<file path="src/tkwc_pkg.sv">
// Shared constants for the top-k weighted choice picker.
package tkwc_pkg;

    // Store size and the index and count widths that follow from it.
    localparam int MAX_CHOICES = 32;
    localparam int IDX_W       = $clog2(MAX_CHOICES);
    localparam int CNT_W       = $clog2(MAX_CHOICES + 1);

    // Score and momentum formats.
    localparam int IN_W    = 18;
    localparam int SCORE_W = 17;
    localparam int MOM_W   = 16;
    localparam int FRAC_W  = 12;
    localparam int FACT_W  = MOM_W + 1;
    localparam int BPROD_W = SCORE_W + FACT_W;
    localparam int BOOST_W = BPROD_W - FRAC_W;

    // Ranking and draw widths.
    localparam int TOPC_W  = 6;
    localparam int CMP_W   = (CNT_W > TOPC_W) ? CNT_W : TOPC_W;
    localparam int SUM_W   = SCORE_W + IDX_W;
    localparam int SEQ_W   = 32;
    localparam int RND_W   = 24;
    localparam int DPROD_W = RND_W + SUM_W;

    // Configuration port.
    localparam int CFG_IDX_W  = 2;
    localparam int CFG_DATA_W = 32;

    localparam logic [SCORE_W-1:0] ONE_Q16     = SCORE_W'(65536);
    localparam logic [CNT_W-1:0]   CHOICE_NONE = CNT_W'(MAX_CHOICES);

    // Register indexes.
    localparam logic [CFG_IDX_W-1:0] CFG_MOMENTUM  = CFG_IDX_W'(0);
    localparam logic [CFG_IDX_W-1:0] CFG_PICK_MODE = CFG_IDX_W'(1);
    localparam logic [CFG_IDX_W-1:0] CFG_TOP_COUNT = CFG_IDX_W'(2);
    localparam logic [CFG_IDX_W-1:0] CFG_DRAW_SEED = CFG_IDX_W'(3);

endpackage

</file>
<file path="src/top_k_weighted_choice_picker.sv">
// Top level of the top-k weighted choice picker: score store, ranking sequencer and draw.
//
// Usage: scores enter on the input channel (i_in_valid / o_in_stall), one per cycle, and
// are clamped to 0..1.0 in Q1.16. A score with i_last set closes the round; the block
// then stalls its input while it ranks and picks, and one result per round leaves on the
// output channel (o_out_valid / i_out_stall). Registers are written on the config channel
// (i_cfg_valid / o_cfg_ready, always ready) while the block is idle.
// After the closing score the block boosts the current choice, ranks, draws in weighted
// mode and publishes. In best mode one ranking pass finds the winner. In weighted mode
// each ranking pass finds one entry, at most top_count of them; a final pass that finds
// none ends the ranking and is skipped once top_count entries are found. Each ranking pass
// walks the score memory through its single read port, one entry per cycle, which sets the
// throughput.
// A result that the receiver stalls waits in the output register; the next round loads
// meanwhile and its pick waits only if that register is still full.
// Reset (synchronous, active low) empties the store, forgets the current choice, returns
// the registers to momentum 0, best mode, top count 1 and draw sequence 1.
module top_k_weighted_choice_picker (
    input  logic                               i_clk,
    input  logic                               i_rst_n,
    // Score input channel.
    input  logic                               i_in_valid,
    output logic                               o_in_stall,
    input  logic signed [tkwc_pkg::IN_W-1:0]   i_score,
    input  logic                               i_last,
    // Result output channel.
    output logic                               o_out_valid,
    input  logic                               i_out_stall,
    output logic                               o_found,
    output logic [tkwc_pkg::IDX_W-1:0]         o_chosen_index,
    output logic [tkwc_pkg::SCORE_W-1:0]       o_chosen_score,
    output logic                               o_kept_current,
    // Configuration write channel.
    input  logic                               i_cfg_valid,
    output logic                               o_cfg_ready,
    input  logic [tkwc_pkg::CFG_IDX_W-1:0]     i_cfg_index,
    input  logic [tkwc_pkg::CFG_DATA_W-1:0]    i_cfg_data
);
    import tkwc_pkg::*;

    typedef enum logic [3:0] {
        S_LOAD,
        S_MULB,
        S_SATB,
        S_SCAN,
        S_RANKED,
        S_DRAW,
        S_DMUL,
        S_WALK,
        S_EMIT
    } t_state;

    t_state                 r_state;

    // Configuration registers and the draw sequence.
    logic [MOM_W-1:0]       r_momentum;
    logic                   r_mode;
    logic [TOPC_W-1:0]      r_top;
    logic [SEQ_W-1:0]       r_seq;

    // Round bookkeeping.
    logic [CNT_W-1:0]       r_count;
    logic [CNT_W-1:0]       r_cur;
    logic [SCORE_W-1:0]     r_cur_s;
    logic [BPROD_W-1:0]     r_bprod;
    logic [SCORE_W-1:0]     r_cur_w;

    // Score memory and its read pipeline.
    logic [SCORE_W-1:0]     r_mem [MAX_CHOICES];
    logic [SCORE_W-1:0]     r_mem_q;
    logic [CNT_W-1:0]       r_addr;
    logic                   r_q_vld;
    logic [IDX_W-1:0]       r_q_idx;

    // Ranking state.
    logic [SCORE_W-1:0]     r_best_w;
    logic [IDX_W-1:0]       r_best_idx;
    logic [MAX_CHOICES-1:0] r_used;
    logic [CNT_W-1:0]       r_nrank;
    logic [SUM_W-1:0]       r_total;
    logic [IDX_W-1:0]       r_rank_idx [MAX_CHOICES];
    logic [SCORE_W-1:0]     r_rank_w   [MAX_CHOICES];

    // Draw state.
    logic [RND_W-1:0]       r_rnd;
    logic [DPROD_W-1:0]     r_dprod;
    logic [CNT_W-1:0]       r_walk;
    logic [SUM_W-1:0]       r_cum;

    // Picked choice and the output register.
    logic                   r_pick_found;
    logic [IDX_W-1:0]       r_pick_idx;
    logic [SCORE_W-1:0]     r_pick_w;
    logic                   r_out_valid;
    logic                   r_out_found;
    logic [IDX_W-1:0]       r_out_idx;
    logic [SCORE_W-1:0]     r_out_score;
    logic                   r_out_kept;

    // Combinational helpers.
    logic                   n_accept;
    logic                   n_room;
    logic [SCORE_W-1:0]     n_clamp;
    logic [FACT_W-1:0]      n_factor;
    logic [BOOST_W-1:0]     n_boost;
    logic [SCORE_W-1:0]     n_q_w;
    logic                   n_q_take;
    logic                   n_scan_end;
    logic [CMP_W-1:0]       n_rank_next;
    logic [CMP_W-1:0]       n_k_eff;
    logic [SEQ_W-1:0]       n_seq_a;
    logic [SEQ_W-1:0]       n_seq_b;
    logic [SEQ_W-1:0]       n_seq;
    logic [SCORE_W-1:0]     n_walk_w;
    logic [SUM_W-1:0]       n_cum;
    logic                   n_walk_hit;
    logic                   n_walk_last;
    logic                   n_out_free;
    logic                   n_pick_cur;

    assign o_in_stall     = (r_state != S_LOAD);
    assign o_cfg_ready    = 1'b1;
    assign o_out_valid    = r_out_valid;
    assign o_found        = r_out_found;
    assign o_chosen_index = r_out_idx;
    assign o_chosen_score = r_out_score;
    assign o_kept_current = r_out_kept;

    // Input transaction and clamp of the raw score to 0..1.0.
    assign n_accept = i_in_valid && (r_state == S_LOAD);
    assign n_room   = (r_count < CNT_W'(MAX_CHOICES));
    always_comb begin
        if (i_score[IN_W-1]) begin
            n_clamp = '0;
        end else if (i_score[IN_W-2:0] > ONE_Q16) begin
            n_clamp = ONE_Q16;
        end else begin
            n_clamp = i_score[SCORE_W-1:0];
        end
    end

    // Momentum boost of the current choice, saturated to 1.0.
    assign n_factor = FACT_W'(1 << FRAC_W) + FACT_W'(r_momentum);
    assign n_boost  = r_bprod[BPROD_W-1:FRAC_W];

    // Scan compare: the current choice reads its boosted weight.
    assign n_q_w      = (r_cur == CNT_W'(r_q_idx)) ? r_cur_w : r_mem_q;
    assign n_q_take   = r_q_vld && !r_used[r_q_idx] && (n_q_w > r_best_w);
    assign n_scan_end = (r_addr == r_count) && !r_q_vld;

    // Number of ranked entries wanted: one in best mode, top count (at least one) else.
    assign n_rank_next = CMP_W'(r_nrank) + CMP_W'(1);
    always_comb begin
        if (!r_mode || (r_top == '0)) begin
            n_k_eff = CMP_W'(1);
        end else begin
            n_k_eff = CMP_W'(r_top);
        end
    end

    // One xorshift32 step.
    assign n_seq_a = r_seq ^ (r_seq << 13);
    assign n_seq_b = n_seq_a ^ (n_seq_a >> 17);
    assign n_seq   = n_seq_b ^ (n_seq_b << 5);

    // Roulette walk over the ranked list.
    assign n_walk_w    = r_rank_w[r_walk[IDX_W-1:0]];
    assign n_cum       = r_cum + SUM_W'(n_walk_w);
    assign n_walk_hit  = (r_dprod <= {n_cum, RND_W'(0)});
    assign n_walk_last = (r_walk == (r_nrank - CNT_W'(1)));

    assign n_out_free = !r_out_valid || !i_out_stall;
    assign n_pick_cur = (CNT_W'(r_pick_idx) == r_cur);

    // Score memory write and registered read; ranked list write.
    always_ff @(posedge i_clk) begin
        if (n_accept && n_room) begin
            r_mem[r_count[IDX_W-1:0]] <= n_clamp;
        end
        r_mem_q <= r_mem[r_addr[IDX_W-1:0]];
        if ((r_state == S_SCAN) && n_scan_end && (r_best_w != '0)) begin
            r_rank_idx[r_nrank[IDX_W-1:0]] <= r_best_idx;
            r_rank_w[r_nrank[IDX_W-1:0]]   <= r_best_w;
        end
    end

    // Sequencer, configuration registers and output register.
    always_ff @(posedge i_clk) begin
        if (!i_rst_n) begin
            r_state     <= S_LOAD;
            r_momentum  <= '0;
            r_mode      <= 1'b0;
            r_top       <= TOPC_W'(1);
            r_seq       <= SEQ_W'(1);
            r_count     <= '0;
            r_cur       <= CHOICE_NONE;
            r_out_valid <= 1'b0;
            r_q_vld     <= 1'b0;
            r_addr      <= '0;
        end else begin
            // An accepted result leaves the output register unless a new one replaces it.
            if (!i_out_stall && (r_state != S_EMIT)) begin
                r_out_valid <= 1'b0;
            end

            unique case (r_state)
                S_LOAD: begin
                    if (n_accept) begin
                        if (n_room) begin
                            r_count <= r_count + CNT_W'(1);
                            if (r_count == r_cur) begin
                                r_cur_s <= n_clamp;
                            end
                        end
                        if (i_last) begin
                            r_used  <= '0;
                            r_nrank <= '0;
                            r_total <= '0;
                            r_state <= S_MULB;
                        end
                    end
                end
                S_MULB: begin
                    r_bprod <= BPROD_W'(r_cur_s) * BPROD_W'(n_factor);
                    r_state <= S_SATB;
                end
                S_SATB: begin
                    if (n_boost > BOOST_W'(ONE_Q16)) begin
                        r_cur_w <= ONE_Q16;
                    end else begin
                        r_cur_w <= n_boost[SCORE_W-1:0];
                    end
                    r_addr   <= '0;
                    r_q_vld  <= 1'b0;
                    r_best_w <= '0;
                    r_state  <= S_SCAN;
                end
                S_SCAN: begin
                    // Issue one memory read per cycle.
                    if (r_addr < r_count) begin
                        r_addr  <= r_addr + CNT_W'(1);
                        r_q_vld <= 1'b1;
                        r_q_idx <= r_addr[IDX_W-1:0];
                    end else begin
                        r_q_vld <= 1'b0;
                    end
                    // Strictly greater keeps a tie on the lower index.
                    if (n_q_take) begin
                        r_best_w   <= n_q_w;
                        r_best_idx <= r_q_idx;
                    end
                    // End of pass: append the winner or stop when none is left.
                    if (n_scan_end) begin
                        if (r_best_w == '0) begin
                            r_state <= S_RANKED;
                        end else begin
                            r_used[r_best_idx] <= 1'b1;
                            r_total  <= r_total + SUM_W'(r_best_w);
                            r_nrank  <= r_nrank + CNT_W'(1);
                            r_addr   <= '0;
                            r_best_w <= '0;
                            if (n_rank_next == n_k_eff) begin
                                r_state <= S_RANKED;
                            end
                        end
                    end
                end
                S_RANKED: begin
                    if (r_nrank == '0) begin
                        r_pick_found <= 1'b0;
                        r_pick_idx   <= '0;
                        r_pick_w     <= '0;
                        r_state      <= S_EMIT;
                    end else if (!r_mode) begin
                        r_pick_found <= 1'b1;
                        r_pick_idx   <= r_rank_idx[0];
                        r_pick_w     <= r_rank_w[0];
                        r_state      <= S_EMIT;
                    end else begin
                        r_state <= S_DRAW;
                    end
                end
                S_DRAW: begin
                    r_seq   <= n_seq;
                    r_rnd   <= n_seq[SEQ_W-1:SEQ_W-RND_W];
                    r_state <= S_DMUL;
                end
                S_DMUL: begin
                    r_dprod <= DPROD_W'(r_rnd) * DPROD_W'(r_total);
                    r_walk  <= '0;
                    r_cum   <= '0;
                    r_state <= S_WALK;
                end
                S_WALK: begin
                    r_cum <= n_cum;
                    if (n_walk_hit || n_walk_last) begin
                        r_pick_found <= 1'b1;
                        r_pick_idx   <= r_rank_idx[r_walk[IDX_W-1:0]];
                        r_pick_w     <= n_walk_w;
                        r_state      <= S_EMIT;
                    end else begin
                        r_walk <= r_walk + CNT_W'(1);
                    end
                end
                S_EMIT: begin
                    // Wait for the output register, then publish and start a new round.
                    if (n_out_free) begin
                        r_out_valid <= 1'b1;
                        r_out_found <= r_pick_found;
                        r_out_idx   <= r_pick_idx;
                        r_out_score <= (r_pick_found && n_pick_cur) ? r_cur_s : r_pick_w;
                        r_out_kept  <= r_pick_found && n_pick_cur;
                        r_cur       <= r_pick_found ? CNT_W'(r_pick_idx) : CHOICE_NONE;
                        r_count     <= '0;
                        r_state     <= S_LOAD;
                    end
                end
                default: begin
                    r_state <= S_LOAD;
                end
            endcase

            // Register writes must arrive only while the block is idle; the block itself does not enforce it.
            if (i_cfg_valid) begin
                unique case (i_cfg_index)
                    CFG_MOMENTUM:  r_momentum <= i_cfg_data[MOM_W-1:0];
                    CFG_PICK_MODE: r_mode     <= i_cfg_data[0];
                    CFG_TOP_COUNT: r_top      <= i_cfg_data[TOPC_W-1:0];
                    CFG_DRAW_SEED: r_seq      <= i_cfg_data | SEQ_W'(1);
                endcase
            end
        end
    end

endmodule

</file>
<file path="config.mk">
export PLATFORM = sky130hd
export DESIGN_NAME = top_k_weighted_choice_picker
export DESIGN_NICKNAME = d
export VERILOG_FILES = /design/src/tkwc_pkg.sv /design/src/top_k_weighted_choice_picker.sv
export SDC_FILE = /design/constraint.sdc
export NUM_CORES = 2
export LEC_CHECK = 0
export BUFFER_PORTS_ARGS = -buffer_cell sky130_fd_sc_hd__buf_2
export CORE_MARGIN = 1.5
export CORE_UTILIZATION = 60
export CTS_BUF_LIST = sky130_fd_sc_hd__clkbuf_8
export DETAILED_ROUTE_END_ITERATION = 8
export PLACE_DENSITY = 0.78
export SYNTH_ARGS = -nofsm -noshare
export SYNTH_HDL_FRONTEND = slang
export SYNTH_SLANG_ARGS = --single-unit
</file>
<file path="constraint.sdc">
create_clock -name i_clk -period 7.8 [get_ports i_clk]
set_clock_uncertainty 0.05 [all_clocks]
set_input_delay 1.17 -clock i_clk [delete_from_list [all_inputs] [get_ports i_clk]]
set_output_delay 1.17 -clock i_clk [all_outputs]
set_load 0.05 [all_outputs]
</file>
==> summary.md <==
| Metric | Value |
|---|---|
| Async S/R FF share, synth | `0%` |
| Worst Tran Pin Value | `1370 ps` |
| Antenna-violating nets left | `0` |
| Max stage delay on crit path | `1030 ps` |
| Drt wl/cell | `26.1 um` |
| Post-Route Utilization | `65.8%` |
| CTS sink count | `1637` |
| Post-Place Cells | `8504` |
| Cell mode on critical path | `fa_1` |
| Top-count cell post-synth | `edfxtp_1` |
| Worst-path fanout max | `25` |
| Final hold viol count | `0` |
| Slowest stage cell, crit path | `edfxtp_1` |
| Crit share post-route | `96.0%` |
| Setup TNS Final | `0 ps` |
| RePlAce Congestion | `0.958` |
| DRT Pass-1 Iters | `8` |
| Crit path capture type | `flop` |
| Startpoint types | `flop` |
| Initial core utilization | `60.6%` |
| Syn nets | `7614` |
| Worst-Skew Late Latency | `1000 ps` |
| CTS Buffer Depth | `3` |
| DRC errors left | `0` |
| Die Area | `156000 um^2` |
| H-tree levels | `4` |
| Primary FF master, synth | `edfxtp_1` |
| Yosys cell types | `84` |
| Area delta synth->final | `8.55%` |
| Post-Syn Instances | `6538` |
| Critical Path AT | `8150 ps` |
| Peak Freq | `134 MHz` |
| Clock root cell | `clkbuf_8` |
| First-pass GRT wire length | `354000 um` |
| CTS Buf Count | `238` |
| Via Count | `55210` |
| Layout cell share with drive strength beyond 1 | `16.2%` |
| Synth Cell Area | `92400 um^2` |
| Synth area leader | `edfxtp_1` |
| Post-synthesis sequential area ratio | `52.1%` |
| Max-Cap Viols | `0` |
| Post-synth EDFFs | `1536` |
| Clock-pin slew on the worst setup and hold paths | `70 ps` |
| Nets@finish | `7794` |
| Final cell count without fillers | `8960` |
| RSZ-0062 raised after global routing | `no` |
| Vias in the first global route | `58275` |
| Die Wd | `395 um` |
| Synth Register Bits | `1637` |
| Cell chain of the critical path | `nand2_1, fa_1, inv_1, fa_1, fa_1, fa_1, fa_1, fa_1, inv_1, fa_1, inv_1, ha_1, nand4_1, or2_2, o221ai_1, a21oi_1, a21oi_1, a31oi_1, a21oi_1, xnor2_1` |
| Critical path class | `reg2reg` |
| Mean Syn Cell Area | `14.1 um^2` |
| Cell Rows | `143` |
| Drt initial violations | `6273` |
| Routed WL | `234000 um` |
| Max-slew violations | `0` |
| Dominant cells by area after synthesis | `edfxtp_1, fa_1, mux4_2, ha_1, nand2_1` |
| Grt ovf | `0` |
| GRT Overall Usage | `30.5%` |
| HPWL after detailed placement | `161000 um` |
| Ys Warns | `0` |
| Core Area | `152000 um^2` |
| Status | `completed` |
| Buffers on Ports | `83` |
| I/O Pins | `85` |
| Die Y | `395 um` |
| Hold crit path type | `in2reg` |
| Fill count | `10464` |
| Largest net degree at the start of global routing | `104` |
| Final setup fails | `0` |
| DR vias/cell | `6.16` |
| Post-synth top area share | `49.9%` |
| Min cycle time layout | `7490 ps` |
| Initial antenna violation count | `18` |
| Post-synth top cells | `edfxtp_1, nand2_1, inv_1` |
| Relative slew slack | `8.76%` |
| Required time worst endpoint | `8460 ps` |
| R2R Setup Slk | `310 ps` |
| CTS tree | `yes` |
## final timing paths
path | start | endpoint | depth (start not counted)
setup / recovery | r_total[16] | r_dprod[45] | 20
hold / removal | i_cfg_data[22] | r_seq[22] | 3
setup reg to reg | r_total[16] | r_dprod[45] | 20
hold reg to reg | r_pick_w[9] | o_chosen_score[9] | 2
## registers in the layout, indices dropped and copies added (netlist names), 22 cells and up, named ones only
register / flops
r_rank_w: 544
r_seq: 32
r_used: 32
r_bprod: 22
r_total: 22
r_mem: 544
r_cum: 22
r_rnd: 24
r_rank_idx: 160
r_dprod: 46
## cell type report
type	count	area (um^2)	share of cell area (%)
diodes	14	35.0	0.0349
clock buffers	242	3330	3.32
clock inverters	196	1120	1.11
inverters	742	2790	2.78
multi-input cells	3831	40500	40.3
flip-flops and latches	1637	48200	48.0
well taps	2030	2540	2.53
repair buffers	268	1890	1.89
## critical path: cells and delay by family, from the launching register on
kind                       cells  cell delay, ps
DFF                            1            1030
and+or+nand+nor                3             650
buffers and inverters          3             150
AOI/OAI and AO/OA              5            1290
xor gates and xnor gates       1              90
adders and majority gates      8            3930
## routing by layer
layer  track usage [%]  wire [um]  vias up
li1                  -          -    23326
met4              14.2      11900       10
met2              49.8     115000     3097
met1              39.5      83400    28169
met5             0.585        184        -
met3              6.39      23700      608
## placed cells by master (no fill, tap or decap), drive strengths merged, types with 242 or more instances in the layout
master     n
inv      833
mux4     400
ha       357
buf      268
nand2    773
nor2     278
edfxtp  1536
clkbuf   242
fa       661
and2     341
## metrics by stage
step	hold slack (ps)	instance area [um^2]	setup slack, ps
floorplan	374	92400	275
finish	383	100000	311
global route	354	100000	17.4
global placement	429	95800	541
CTS	289	100000	322
detailed placement	439	95800	323
## kinds of logic after synthesis
logic type | after synthesis | synth area share, %
compound gates | 451 | 3.16
fa+ha+maj | 1018 | 19.1
xor+xnor | 191 | 1.85
simple gates | 1670 | 8.43
flops | 1637 | 52.1
mux | 500 | 10.9
buf+inv | 1070 | 4.41
other cells | 1 | 0.00406
## repair_timing
item | CTS | global route
resized for setup | 0 | 0
setup endpoints to repair | 0 | 2
setup buffers | 0 | 4
hold buffers | 0 | 0
Power is not shown: default switching activity piles up to over one toggle a cycle in this logic, so the estimate is an artifact.
